File: config.mk
export PLATFORM = sky130hd
export DESIGN_NAME = k_queues_shared_buffer_core
export DESIGN_NICKNAME = d
export VERILOG_FILES = /design/src/hdl/k_qsb_pkg.sv /design/src/hdl/k_qsb_ctrl.sv /design/src/hdl/k_qsb_datapath.sv /design/src/hdl/k_queues_shared_buffer_core.sv
export SDC_FILE = /design/constraint.sdc
export NUM_CORES = 1
export LEC_CHECK = 0
export BUFFER_PORTS_ARGS = -buffer_cell sky130_fd_sc_hd__buf_2
export CAP_MARGIN = 20
export CORE_MARGIN = 2
export CORE_UTILIZATION = 42
export CTS_CLUSTER_SIZE = 20
export DETAILED_ROUTE_END_ITERATION = 10
export GPL_TIMING_DRIVEN = 1
export HOLD_SLACK_MARGIN = 0.12
export PLACE_DENSITY = 0.59
export SYNTH_ARGS = -nofsm -noshare
export SYNTH_HDL_FRONTEND = slang
export SYNTH_SLANG_ARGS = --single-unit
File: constraint.sdc
create_clock -name aclk -period 5.45 [get_ports aclk]
set_clock_uncertainty 0.1 [all_clocks]
set_input_delay 0.545 -clock aclk [delete_from_list [all_inputs] [get_ports aclk]]
set_output_delay 0.545 -clock aclk [all_outputs]
set_load 0.01 [all_outputs]
File: src/hdl/k_qsb_pkg.sv
// ============================================================================
// k_qsb_pkg: shared types and constants for the k-queue shared buffer
// Table sizes, link encoding, request and status codes, controller types.
// ============================================================================
package k_qsb_pkg;

    // Sizes
    localparam int NUM_SLOTS   = 16;
    localparam int NUM_QUEUES  = 4;
    localparam int VALUE_WIDTH = 32;

    localparam int SLOT_W = $clog2(NUM_SLOTS);
    localparam int LINK_W = $clog2(NUM_SLOTS + 1);
    localparam int QID_W  = 2;

    // Null link: one past the last slot number
    localparam logic [LINK_W-1:0] NULL_LINK = LINK_W'(NUM_SLOTS);

    typedef logic [LINK_W-1:0] link_t;

    // Request codes
    localparam logic CMD_ENQUEUE = 1'b0;
    localparam logic CMD_DEQUEUE = 1'b1;

    // Result status codes
    typedef logic [1:0] status_t;
    localparam status_t STATUS_OK        = 2'd0;
    localparam status_t STATUS_OVERFLOW  = 2'd1;
    localparam status_t STATUS_UNDERFLOW = 2'd2;

    // Controller states
    typedef enum logic [1:0] {
        ST_IDLE,
        ST_EXEC,
        ST_RESP
    } state_t;

    // Commands from controller to datapath
    typedef struct packed {
        logic load;   // capture the request fields
        logic exec;   // update the tables and latch the result
    } ctrl_cmd_t;

    // A link names a real slot
    function automatic logic is_slot(input link_t x);
        return x < NULL_LINK;
    endfunction

endpackage

File: src/hdl/k_qsb_ctrl.sv
// ============================================================================
// k_qsb_ctrl: request sequencer
// Accepts one request, runs it through the datapath, holds the result.
// ============================================================================
module k_qsb_ctrl (
    input  logic                 aclk,
    input  logic                 aresetn,
    input  logic                 s_valid,
    output logic                 s_ready,
    output logic                 m_valid,
    input  logic                 m_ready,
    output k_qsb_pkg::ctrl_cmd_t cmd
);
    import k_qsb_pkg::*;

    state_t state_reg, state_next;

    // State register
    always_ff @(posedge aclk) begin
        if (!aresetn) begin
            state_reg <= ST_IDLE;
        end else begin
            state_reg <= state_next;
        end
    end

    // Next state
    always_comb begin
        state_next = state_reg;
        unique case (state_reg)
            ST_IDLE: begin
                if (s_valid) state_next = ST_EXEC;
            end
            ST_EXEC: begin
                state_next = ST_RESP;
            end
            ST_RESP: begin
                if (m_ready) state_next = ST_IDLE;
            end
            default: begin
                state_next = ST_IDLE;
            end
        endcase
    end

    // Outputs
    always_comb begin
        s_ready  = 1'b0;
        m_valid  = 1'b0;
        cmd.exec = 1'b0;
        unique case (state_reg)
            ST_IDLE: s_ready  = 1'b1;
            ST_EXEC: cmd.exec = 1'b1;
            ST_RESP: m_valid  = 1'b1;
            default: s_ready  = 1'b0;
        endcase
        cmd.load = s_valid && s_ready;
    end

    // Never take a request while a result is pending
    a_no_overlap: assert property (@(posedge aclk) disable iff (!aresetn)
        !(s_ready && m_valid))
        else $error("input accepted while result pending");

    // A request always produces a result the cycle after it executes
    a_exec_to_resp: assert property (@(posedge aclk) disable iff (!aresetn)
        cmd.exec |=> m_valid)
        else $error("execute not followed by result");

    // A stalled result stays offered until the transfer
    a_hold_result: assert property (@(posedge aclk) disable iff (!aresetn)
        (m_valid && !m_ready) |=> m_valid)
        else $error("result dropped while stalled");

endmodule

File: src/hdl/k_qsb_datapath.sv
// ============================================================================
// k_qsb_datapath: queue tables, slot store and result registers
// Head/tail/link tables and free list in flops, values in a slot memory.
// ============================================================================
module k_qsb_datapath (
    input  logic                        aclk,
    input  logic                        aresetn,
    input  k_qsb_pkg::ctrl_cmd_t        cmd,
    input  logic                        s_command,
    input  logic [k_qsb_pkg::QID_W-1:0] s_queue_id,
    input  logic signed [31:0]          s_value_in,
    output logic signed [31:0]          m_value_out,
    output k_qsb_pkg::status_t          m_status
);
    import k_qsb_pkg::*;

    // Captured request
    logic                   cmd_reg;
    logic [QID_W-1:0]       qid_reg;
    logic [VALUE_WIDTH-1:0] val_reg;

    // Queue tables and free list
    link_t links_reg [NUM_SLOTS];
    link_t heads_reg [NUM_QUEUES];
    link_t tails_reg [NUM_QUEUES];
    link_t free_head_reg;

    // Slot value store
    logic [VALUE_WIDTH-1:0] slot_mem [NUM_SLOTS];
    logic [VALUE_WIDTH-1:0] rd_data_reg;

    // Result
    status_t status_reg;
    logic    deq_ok_reg;

    // Execute-cycle decode
    logic              q_ok;
    link_t             head_q;
    link_t             tail_q;
    logic [SLOT_W-1:0] rd_addr;
    link_t             rd_link;
    logic              enq_ok;
    logic              deq_ok;
    status_t           status_next;

    always_comb begin
        q_ok    = int'(qid_reg) < NUM_QUEUES;
        head_q  = q_ok ? heads_reg[qid_reg] : NULL_LINK;
        tail_q  = q_ok ? tails_reg[qid_reg] : NULL_LINK;
        rd_addr = (cmd_reg == CMD_DEQUEUE) ? head_q[SLOT_W-1:0]
                                           : free_head_reg[SLOT_W-1:0];
        rd_link = links_reg[rd_addr];
        enq_ok  = (cmd_reg == CMD_ENQUEUE) && q_ok && is_slot(free_head_reg);
        deq_ok  = (cmd_reg == CMD_DEQUEUE) && q_ok && is_slot(head_q);
        if (cmd_reg == CMD_ENQUEUE) begin
            status_next = enq_ok ? STATUS_OK : STATUS_OVERFLOW;
        end else begin
            status_next = deq_ok ? STATUS_OK : STATUS_UNDERFLOW;
        end
    end

    // Request capture
    always_ff @(posedge aclk) begin
        if (cmd.load) begin
            cmd_reg <= s_command;
            qid_reg <= s_queue_id;
            val_reg <= VALUE_WIDTH'(s_value_in);
        end
    end

    // Link tables and free list
    always_ff @(posedge aclk) begin
        if (!aresetn) begin
            for (int i = 0; i < NUM_SLOTS; i++) begin
                links_reg[i] <= LINK_W'(i + 1);
            end
            for (int i = 0; i < NUM_QUEUES; i++) begin
                heads_reg[i] <= NULL_LINK;
                tails_reg[i] <= NULL_LINK;
            end
            free_head_reg <= '0;
        end else if (cmd.exec) begin
            if (enq_ok) begin
                // pop free list, append behind tail
                free_head_reg <= rd_link;
                if (!is_slot(head_q)) begin
                    heads_reg[qid_reg] <= free_head_reg;
                end else if (is_slot(tail_q)) begin
                    links_reg[tail_q[SLOT_W-1:0]] <= free_head_reg;
                end
                links_reg[free_head_reg[SLOT_W-1:0]] <= NULL_LINK;
                tails_reg[qid_reg] <= free_head_reg;
            end else if (deq_ok) begin
                // unlink head, push it on the free list
                heads_reg[qid_reg]            <= rd_link;
                links_reg[head_q[SLOT_W-1:0]] <= free_head_reg;
                free_head_reg                 <= head_q;
            end
        end
    end

    // Slot store: write on enqueue, registered read on dequeue
    always_ff @(posedge aclk) begin
        if (cmd.exec && enq_ok) begin
            slot_mem[free_head_reg[SLOT_W-1:0]] <= val_reg;
        end
        if (cmd.exec && deq_ok) begin
            rd_data_reg <= slot_mem[rd_addr];
        end
    end

    // Result registers
    always_ff @(posedge aclk) begin
        if (!aresetn) begin
            status_reg <= STATUS_OK;
            deq_ok_reg <= 1'b0;
        end else if (cmd.exec) begin
            status_reg <= status_next;
            deq_ok_reg <= deq_ok;
        end
    end

    assign m_status    = status_reg;
    assign m_value_out = deq_ok_reg ? 32'(rd_data_reg) : '0;

    // Free head is a slot number or null, never beyond
    a_free_head_range: assert property (@(posedge aclk) disable iff (!aresetn)
        free_head_reg <= NULL_LINK)
        else $error("free head out of range");

    // A successful enqueue always moves the free head
    a_enq_pops: assert property (@(posedge aclk) disable iff (!aresetn)
        (cmd.exec && enq_ok) |=> (free_head_reg != $past(free_head_reg)))
        else $error("enqueue did not pop the free list");

    // A successful dequeue returns its slot to the free list
    a_deq_pushes: assert property (@(posedge aclk) disable iff (!aresetn)
        (cmd.exec && deq_ok) |=> (free_head_reg == $past(head_q)))
        else $error("dequeue did not push the slot");

    // A dequeued value is only shown with an ok status
    a_status_code: assert property (@(posedge aclk) disable iff (!aresetn)
        deq_ok_reg |-> (status_reg == STATUS_OK))
        else $error("dequeue data with error status");

endmodule

File: src/hdl/k_queues_shared_buffer_core.sv
// ============================================================================
// k_queues_shared_buffer_core: FIFO queues sharing one linked slot store
// Top level: request sequencer plus queue table datapath.
// ============================================================================
// Usage:
//   Input channel (s_valid/s_ready) carries one request: s_command selects
//   enqueue (s_value_in into queue s_queue_id) or dequeue (from s_queue_id).
//   Result channel (m_valid/m_ready) returns exactly one result per request:
//   m_value_out holds the dequeued value (0 on enqueue or error) and m_status
//   gives ok, overflow (no free slot) or underflow (queue empty).
//   Sequencing: a request accepted in the idle state is executed in the
//   execute state and its result is presented in the response state. One
//   request is in flight at a time; the three-state sequencer (accept,
//   execute, present) sets that order, with the execute cycle writing the
//   slot store or reading it into its registered read port.
//   Reset (aresetn low, synchronous) empties all queues and puts every slot
//   on the free list in order; no clearing pass is needed.
//   When the receiver stalls, the result is held unchanged on the m_ ports
//   and s_ready stays low until the result transfer completes.
// ============================================================================
module k_queues_shared_buffer_core (
    input  logic                        aclk,
    input  logic                        aresetn,
    input  logic                        s_valid,
    output logic                        s_ready,
    input  logic                        s_command,
    input  logic [k_qsb_pkg::QID_W-1:0] s_queue_id,
    input  logic signed [31:0]          s_value_in,
    output logic                        m_valid,
    input  logic                        m_ready,
    output logic signed [31:0]          m_value_out,
    output k_qsb_pkg::status_t          m_status
);
    import k_qsb_pkg::*;

    ctrl_cmd_t cmd;

    // Sequencer
    k_qsb_ctrl u_ctrl (
        .aclk    (aclk),
        .aresetn (aresetn),
        .s_valid (s_valid),
        .s_ready (s_ready),
        .m_valid (m_valid),
        .m_ready (m_ready),
        .cmd     (cmd)
    );

    // Tables and slot store
    k_qsb_datapath u_datapath (
        .aclk        (aclk),
        .aresetn     (aresetn),
        .cmd         (cmd),
        .s_command   (s_command),
        .s_queue_id  (s_queue_id),
        .s_value_in  (s_value_in),
        .m_value_out (m_value_out),
        .m_status    (m_status)
    );

endmodule

==> metrics.txt, run 1 <==
DRC=0; part of the power in registers=0.495; Initial Utilization=0.422; top_reg_cell synth=edfxtp_1; H-tree Lvls=3; drt wl/cell=22.4 um; CTS Buf Count=76; Final #Nets=2499; die height=266 um; Cell Area, Synth=0.0289 mm^2; post-cts sizing count=0; RSZ-0062 raised after global routing=no; worst min path class=flop to flop; share of synthesized flip-flops with an asynchronous set or reset=0; Via Count=19300; CORE AREA=0.0683 mm^2; antenna-violating nets left=0; Slew @ Worst Pin=0.994 ns; clock slew at reported path FFs=0.06 ns; fin crit period=4.00 ns; Distinct cells, synth=65; max reg flops=512; Die Footprint=0.0708 mm^2; CP Data Arrival Time=4.35 ns; post-DP HPWL=43.6 mm; Avg Cell Area, Syn=12.1 um^2; peak supply drop=0.263 mV; largest net degree at the start of global routing=83; Final Power=12.3 mW; YS warnings=0; leak pwr=11.6 nW; Final setup viols=0; status=completed; Clock power frac=0.425; Worst Path Class, Setup=flop to flop; diode count=0; Remaining Overflow, GRT=0; synthesis-stage register bit count=711; Bufs on Longest Clock Path=3; first-pass GRT wire length=115 mm; Psw=2.90 mW; CP Launch Type=flop; max_cap viols=0; Req. time, crit path=5.80 ns; clk_lat worst skew=0.62 ns; gpl congestion=0.887; most frequent cells in the layout=nand2_1 (630), edfxtp_1 (619), nand3_1 (291), dfxtp_1 (91), clkbuf_16 (76); number of antenna violations at the first check in global routing=0; drt initial violations=2057; fillcell total=5932; CP Capture Type=flop; crit share post-route=0.734; PortBufs=74; drt pass-1 iters=5; area grow syn2layout=15.4%; final wirelength=76.2 mm; Global Route Usage Sum=0.215; setup ws final=1.45 ns; Sw Ratio=0.236; num ports=75; PwrDens=370 mW/mm^2; Root Driver=clkbuf_16; most common cell after layout, fill and taps aside=nand2_1; CTS sink count=711; final hold violation count=0; Setup Buffers After CTS=0; # rows=96; Crit Path Max Fanout=38; slew margin rel.=0.332; internal power=9.41 mW; Post-synth EDFFs=619; Logic pwr share=0.080; Die X-Extent=266 um; worst slack at placement=1.53 ns; Final Max Slew Viols=0; final core occ=0.487; number of global-route vias before repair=18500; Peak Freq=250 MHz; Mapped Nets=2421; routed vias/inst=5.69; Sum Neg Setup Slack=0 ns; layout cells sized above 1=0.118; instance count of the mapped netlist=2382; CTS tree=done; register area share after synthesis=0.708
worst paths after layout:
kind,from,to,slack (ns),cells after the start
worst min-delay path,u_datapath.links_reg[3][3],u_datapath.links_reg[3][3],0.36,2
worst max-delay path,flop,u_datapath.heads_reg[0][1],1.45,8
worst max register to register,flop,u_datapath.heads_reg[0][1],1.45,8
worst min register to register,u_datapath.links_reg[3][3],u_datapath.links_reg[3][3],0.36,2
metal layers:
metal  vias up  routed length, um  track usage
met2       682              36800        0.352
li1       8879                  -            -
met3       142               4830       0.0347
met4         0               2400       0.0741
met1      9631              32200        0.292
met5         -                  0            0
synth_stat cells (6+ instances only):
library cell | n | area (um^2)
buf_2 | 10 | 50.1
nand3_1 | 291 | 1460
nand2b_1 | 13 | 81.3
mux2i_1 | 19 | 190
a21oi_1 | 53 | 265
o22ai_1 | 9 | 56.3
mux2_2 | 8 | 90.1
a211oi_1 | 7 | 52.6
nand4_1 | 9 | 56.3
o21ai_0 | 47 | 235
a31oi_1 | 34 | 213
nor2_1 | 87 | 327
and2_1 | 39 | 244
nand2_1 | 630 | 2360
buf_1 | 27 | 101
a311oi_1 | 74 | 648
nand3b_1 | 7 | 52.6
edfxtp_1 | 619 | 18600
mux4_2 | 7 | 158
inv_1 | 16 | 60.1
and3_1 | 38 | 238
clkbuf_1 | 122 | 458
o211ai_1 | 21 | 158
a211o_1 | 8 | 70.1
nor2b_1 | 8 | 50.1
nor3_1 | 6 | 30.0
dfxtp_1 | 92 | 1840
worst max-delay path: stages, from the launching register on:
cell and delay [ns]:
dfxtp_1 0.75, mux2i_1 0.47, o221a_4 0.72, buf_4 0.49, a21oi_1 0.12, a211o_1 0.33, o22ai_1 0.32, o21ai_0 0.27
a21boi_0 0.21
logic make-up after synthesis:
logic type      after synthesis  synth area share
simple gates               1156             0.178
buf+inv                     180            0.0244
compound gates              299            0.0731
mux                          36            0.0167
flops                       711             0.708
power by group through the flow:
stage / registers [mW] / logic (mW) / clock network [mW]
after floorplan: 6.15 / 0.651 / 0
after global placement: 6.20 / 0.956 / 0
after detailed placement: 6.21 / 0.969 / 0
after CTS: 6.09 / 0.993 / 5.31
after global routing: 6.10 / 1.08 / 5.52
final: 6.09 / 0.987 / 5.24
what timing repair did:
| item | in CTS | in global routing |
|---|---|---|
| setup endpoints to repair | 0 | 0 |
| endpoints found under the hold margin | 39 | 0 |
| hold buffers | 37 | 0 |
final cells by class:
type / instances / area (um^2) / share of cell area
flip-flops and latches: 711 / 20400 / 0.613
repair buffers: 162 / 1250 / 0.0375
well taps: 882 / 1100 / 0.0331
inverters: 18 / 67.6 / 0.00203
clock inverters: 43 / 534 / 0.0160
multi-input cells: 1491 / 7940 / 0.238
clock buffers: 91 / 1980 / 0.0594
metrics by stage:
step / std cells / hold WS, ns / cell area [um^2]
2_1_floorplan: 2382 / 0.335 / 28900
3_3_place_gp: 3221 / 0.345 / 30300
3_5_place_dp: 3227 / 0.354 / 30400
4_1_cts: 3398 / 0.362 / 33300
5_1_grt: 3398 / 0.380 / 33300
6_report: 3398 / 0.357 / 33300
Power figures use the tool's default switching activity.
==> inputs of run 2 (changes only) <==
- ABC_AREA: not set -> 1
- PLACE_DENSITY: 0.59 -> 0.62
- clock period: 5.45 -> 3.4 ns (I/O delays scaled with it)
==> run 2 against run 1 <==
Power increased by 59%. Sequential share of layout area about the same. Sequential power increased by 60%. Synthesized area decreased by 0.29%. Non-clock buffer count increased by 20. Sequential cell count unchanged. Die area decreased by 0.28%. Via count increased by 2.0%. Largest power group unchanged. Final cell count increased by 3.2%. Hold slack got worse by 0.029 ns.
==> metrics.txt, run 2 <==
status=completed; leak pwr=11.6 nW; CP Launch Type=flop; max reg flops=512; register area share after synthesis=0.710; top_reg_cell synth=edfxtp_1; most frequent cells after synthesis=edfxtp_1 (619), nor2_1 (377), o21ai_0 (328); Cell Area, Synth=0.0288 mm^2; Bufs on Longest Clock Path=3; YS warnings=0; share of synthesized flip-flops with an asynchronous set or reset=0; clock slew at reported path FFs=0.06 ns; placed cells=3338; fin crit period=2.90 ns; CORE AREA=0.0675 mm^2; cells taking the most area after synthesis=edfxtp_1 (65%), dfxtp_1 (6.4%), o21ai_0 (5.7%); Post-CTS Hold Fix Bufs=38; Post-synth EDFFs=619; Final #Nets=2618; critical hold path startpoint=s_value_in[30]; worst setup path start=u_datapath.cmd_reg; # rows=95; number of global-route vias before repair=19300; Final Max Slew Viols=0; share of the synthesized area in the top cell type=0.646; register area=0.0204 mm^2; Distinct cells, synth=30; Cell Count, Final, Fillers Out=3508; Peak Freq=345 MHz; Root Driver=clkbuf_16; layout cells sized above 1=0.128; Slew @ Worst Pin=0.845 ns; Via Count=19700; most common cell after layout, fill and taps aside=edfxtp_1; drt pass-1 iters=5; final wirelength=77.0 mm; worst min path class=primary input to flop; Worst R2R Start=u_datapath.cmd_reg; H-tree Lvls=3; most frequent cells in the layout=edfxtp_1 (619), nor2_1 (366), o21ai_0 (328), nand2_1 (261), nand3_1 (143); Die X-Extent=266 um; gpl congestion=0.901; clk_lat worst skew=0.61 ns; first-pass GRT wire length=116 mm; CTS tree=done; final hold violation count=0; DRC=0; part of the power in registers=0.499; CP Capture Type=flop; Sum Neg Setup Slack=0 ns; slew margin rel.=0.431; multi-input logic area=0.00722 mm^2; post-cts sizing count=0; RSZ-0062 raised after global routing=no; Final setup viols=0; die height=266 um; number of antenna violations at the first check in global routing=0; routed vias/inst=5.62; largest net degree at the start of global routing=77; drt initial violations=1929; Clock power frac=0.405; Mapped Nets=2512; num ports=75; Remaining Overflow, GRT=0; Global Route Usage Sum=0.217; Worst Path Class, Setup=flop to flop; instance count of the mapped netlist=2473; Psw=4.78 mW; Crit Path Max Fanout=11; Initial Utilization=0.426; max_cap viols=0; antenna-violating nets left=0; crit share post-route=0.853; Logic pwr share=0.097; PwrDens=587 mW/mm^2; CTS Buf Count=74; Synth area leader=edfxtp_1; Die Footprint=0.0706 mm^2; fillcell total=5885; peak supply drop=0.449 mV; internal power=14.8 mW; drt wl/cell=22.0 um; Req. time, crit path=3.54 ns; Sw Ratio=0.244; top-count cell post-synth=edfxtp_1; area grow syn2layout=15.8%; CP Data Arrival Time=3.04 ns; Setup Buffers After CTS=0; post-DP HPWL=43.0 mm; synthesis-stage register bit count=711; CTS sink count=711; Avg Cell Area, Syn=11.6 um^2; diode count=0; PortBufs=74
## run 2: final cells by class
cell class,count,share of cell area
timing repair buffer,182,0.0484
clock buffer,104,0.0622
sequential,711,0.613
inverter,163,0.0185
tap,873,0.0328
multi-input combinational,1447,0.217
clock inverter,28,0.00841
## run 2: metrics by stage
step                power (mW)  cell area [um^2]  utilization  setup WS (ns)  hold slack, ns
floorplan                 11.1             28800            -         0.0989           0.327
global placement          11.7             30600        0.453          0.652           0.336
detailed placement        11.8             30600        0.453          0.551           0.346
CTS                       19.7             33300        0.494          0.551           0.294
global route              20.2             33300        0.494          0.317           0.320
finish                    19.6             33300        0.494          0.501           0.328
## run 2: path summary, 6_finish.rpt
check | to | slack (ns) | cells past startpoint
setup reg to reg | u_datapath.heads_reg[3][4] | 0.50 | 9
setup / recovery | u_datapath.heads_reg[3][4] | 0.50 | 9
hold reg to reg | u_datapath.links_reg[3][2] | 0.35 | 2
hold / removal | u_datapath.val_reg[30] | 0.33 | 2
## run 2: power by group through the flow
stage | clock, mW | combinational (mW) | sequential (mW)
floorplan | 0 | 1.24 | 9.88
global placement | 0 | 1.81 | 9.93
detailed placement | 0 | 1.84 | 9.94
CTS | 8.04 | 1.88 | 9.76
global route | 8.37 | 2.08 | 9.77
finish | 7.92 | 1.89 | 9.76
## run 2: critical path, cell delays in order, from the launching register on
cell      delay [ns]
edfxtp_1        0.52
inv_2           0.31
nand2_2         0.12
nor2_2          0.13
nand2_2         0.07
inv_1           0.17
nand2_1         0.14
nand2_1         0.20
inv_1           0.08
o21ai_0         0.67
## run 2: layer usage
layer,GRT usage,vias up,part of all wire
met3,0.0327,128,0.070
met2,0.350,761,0.48
met4,0.0788,0,0.029
met1,0.300,9792,0.43
met5,0,-,0
li1,-,9044,-
## run 2: cells by family after synthesis
| kind of cell | Yosys count | synth area share |
|---|---|---|
| AO/OA/AOI/OAI | 583 | 0.116 |
| AND/OR/NAND/NOR | 864 | 0.128 |
| flip-flops | 711 | 0.710 |
| buffers and inverters | 315 | 0.0462 |
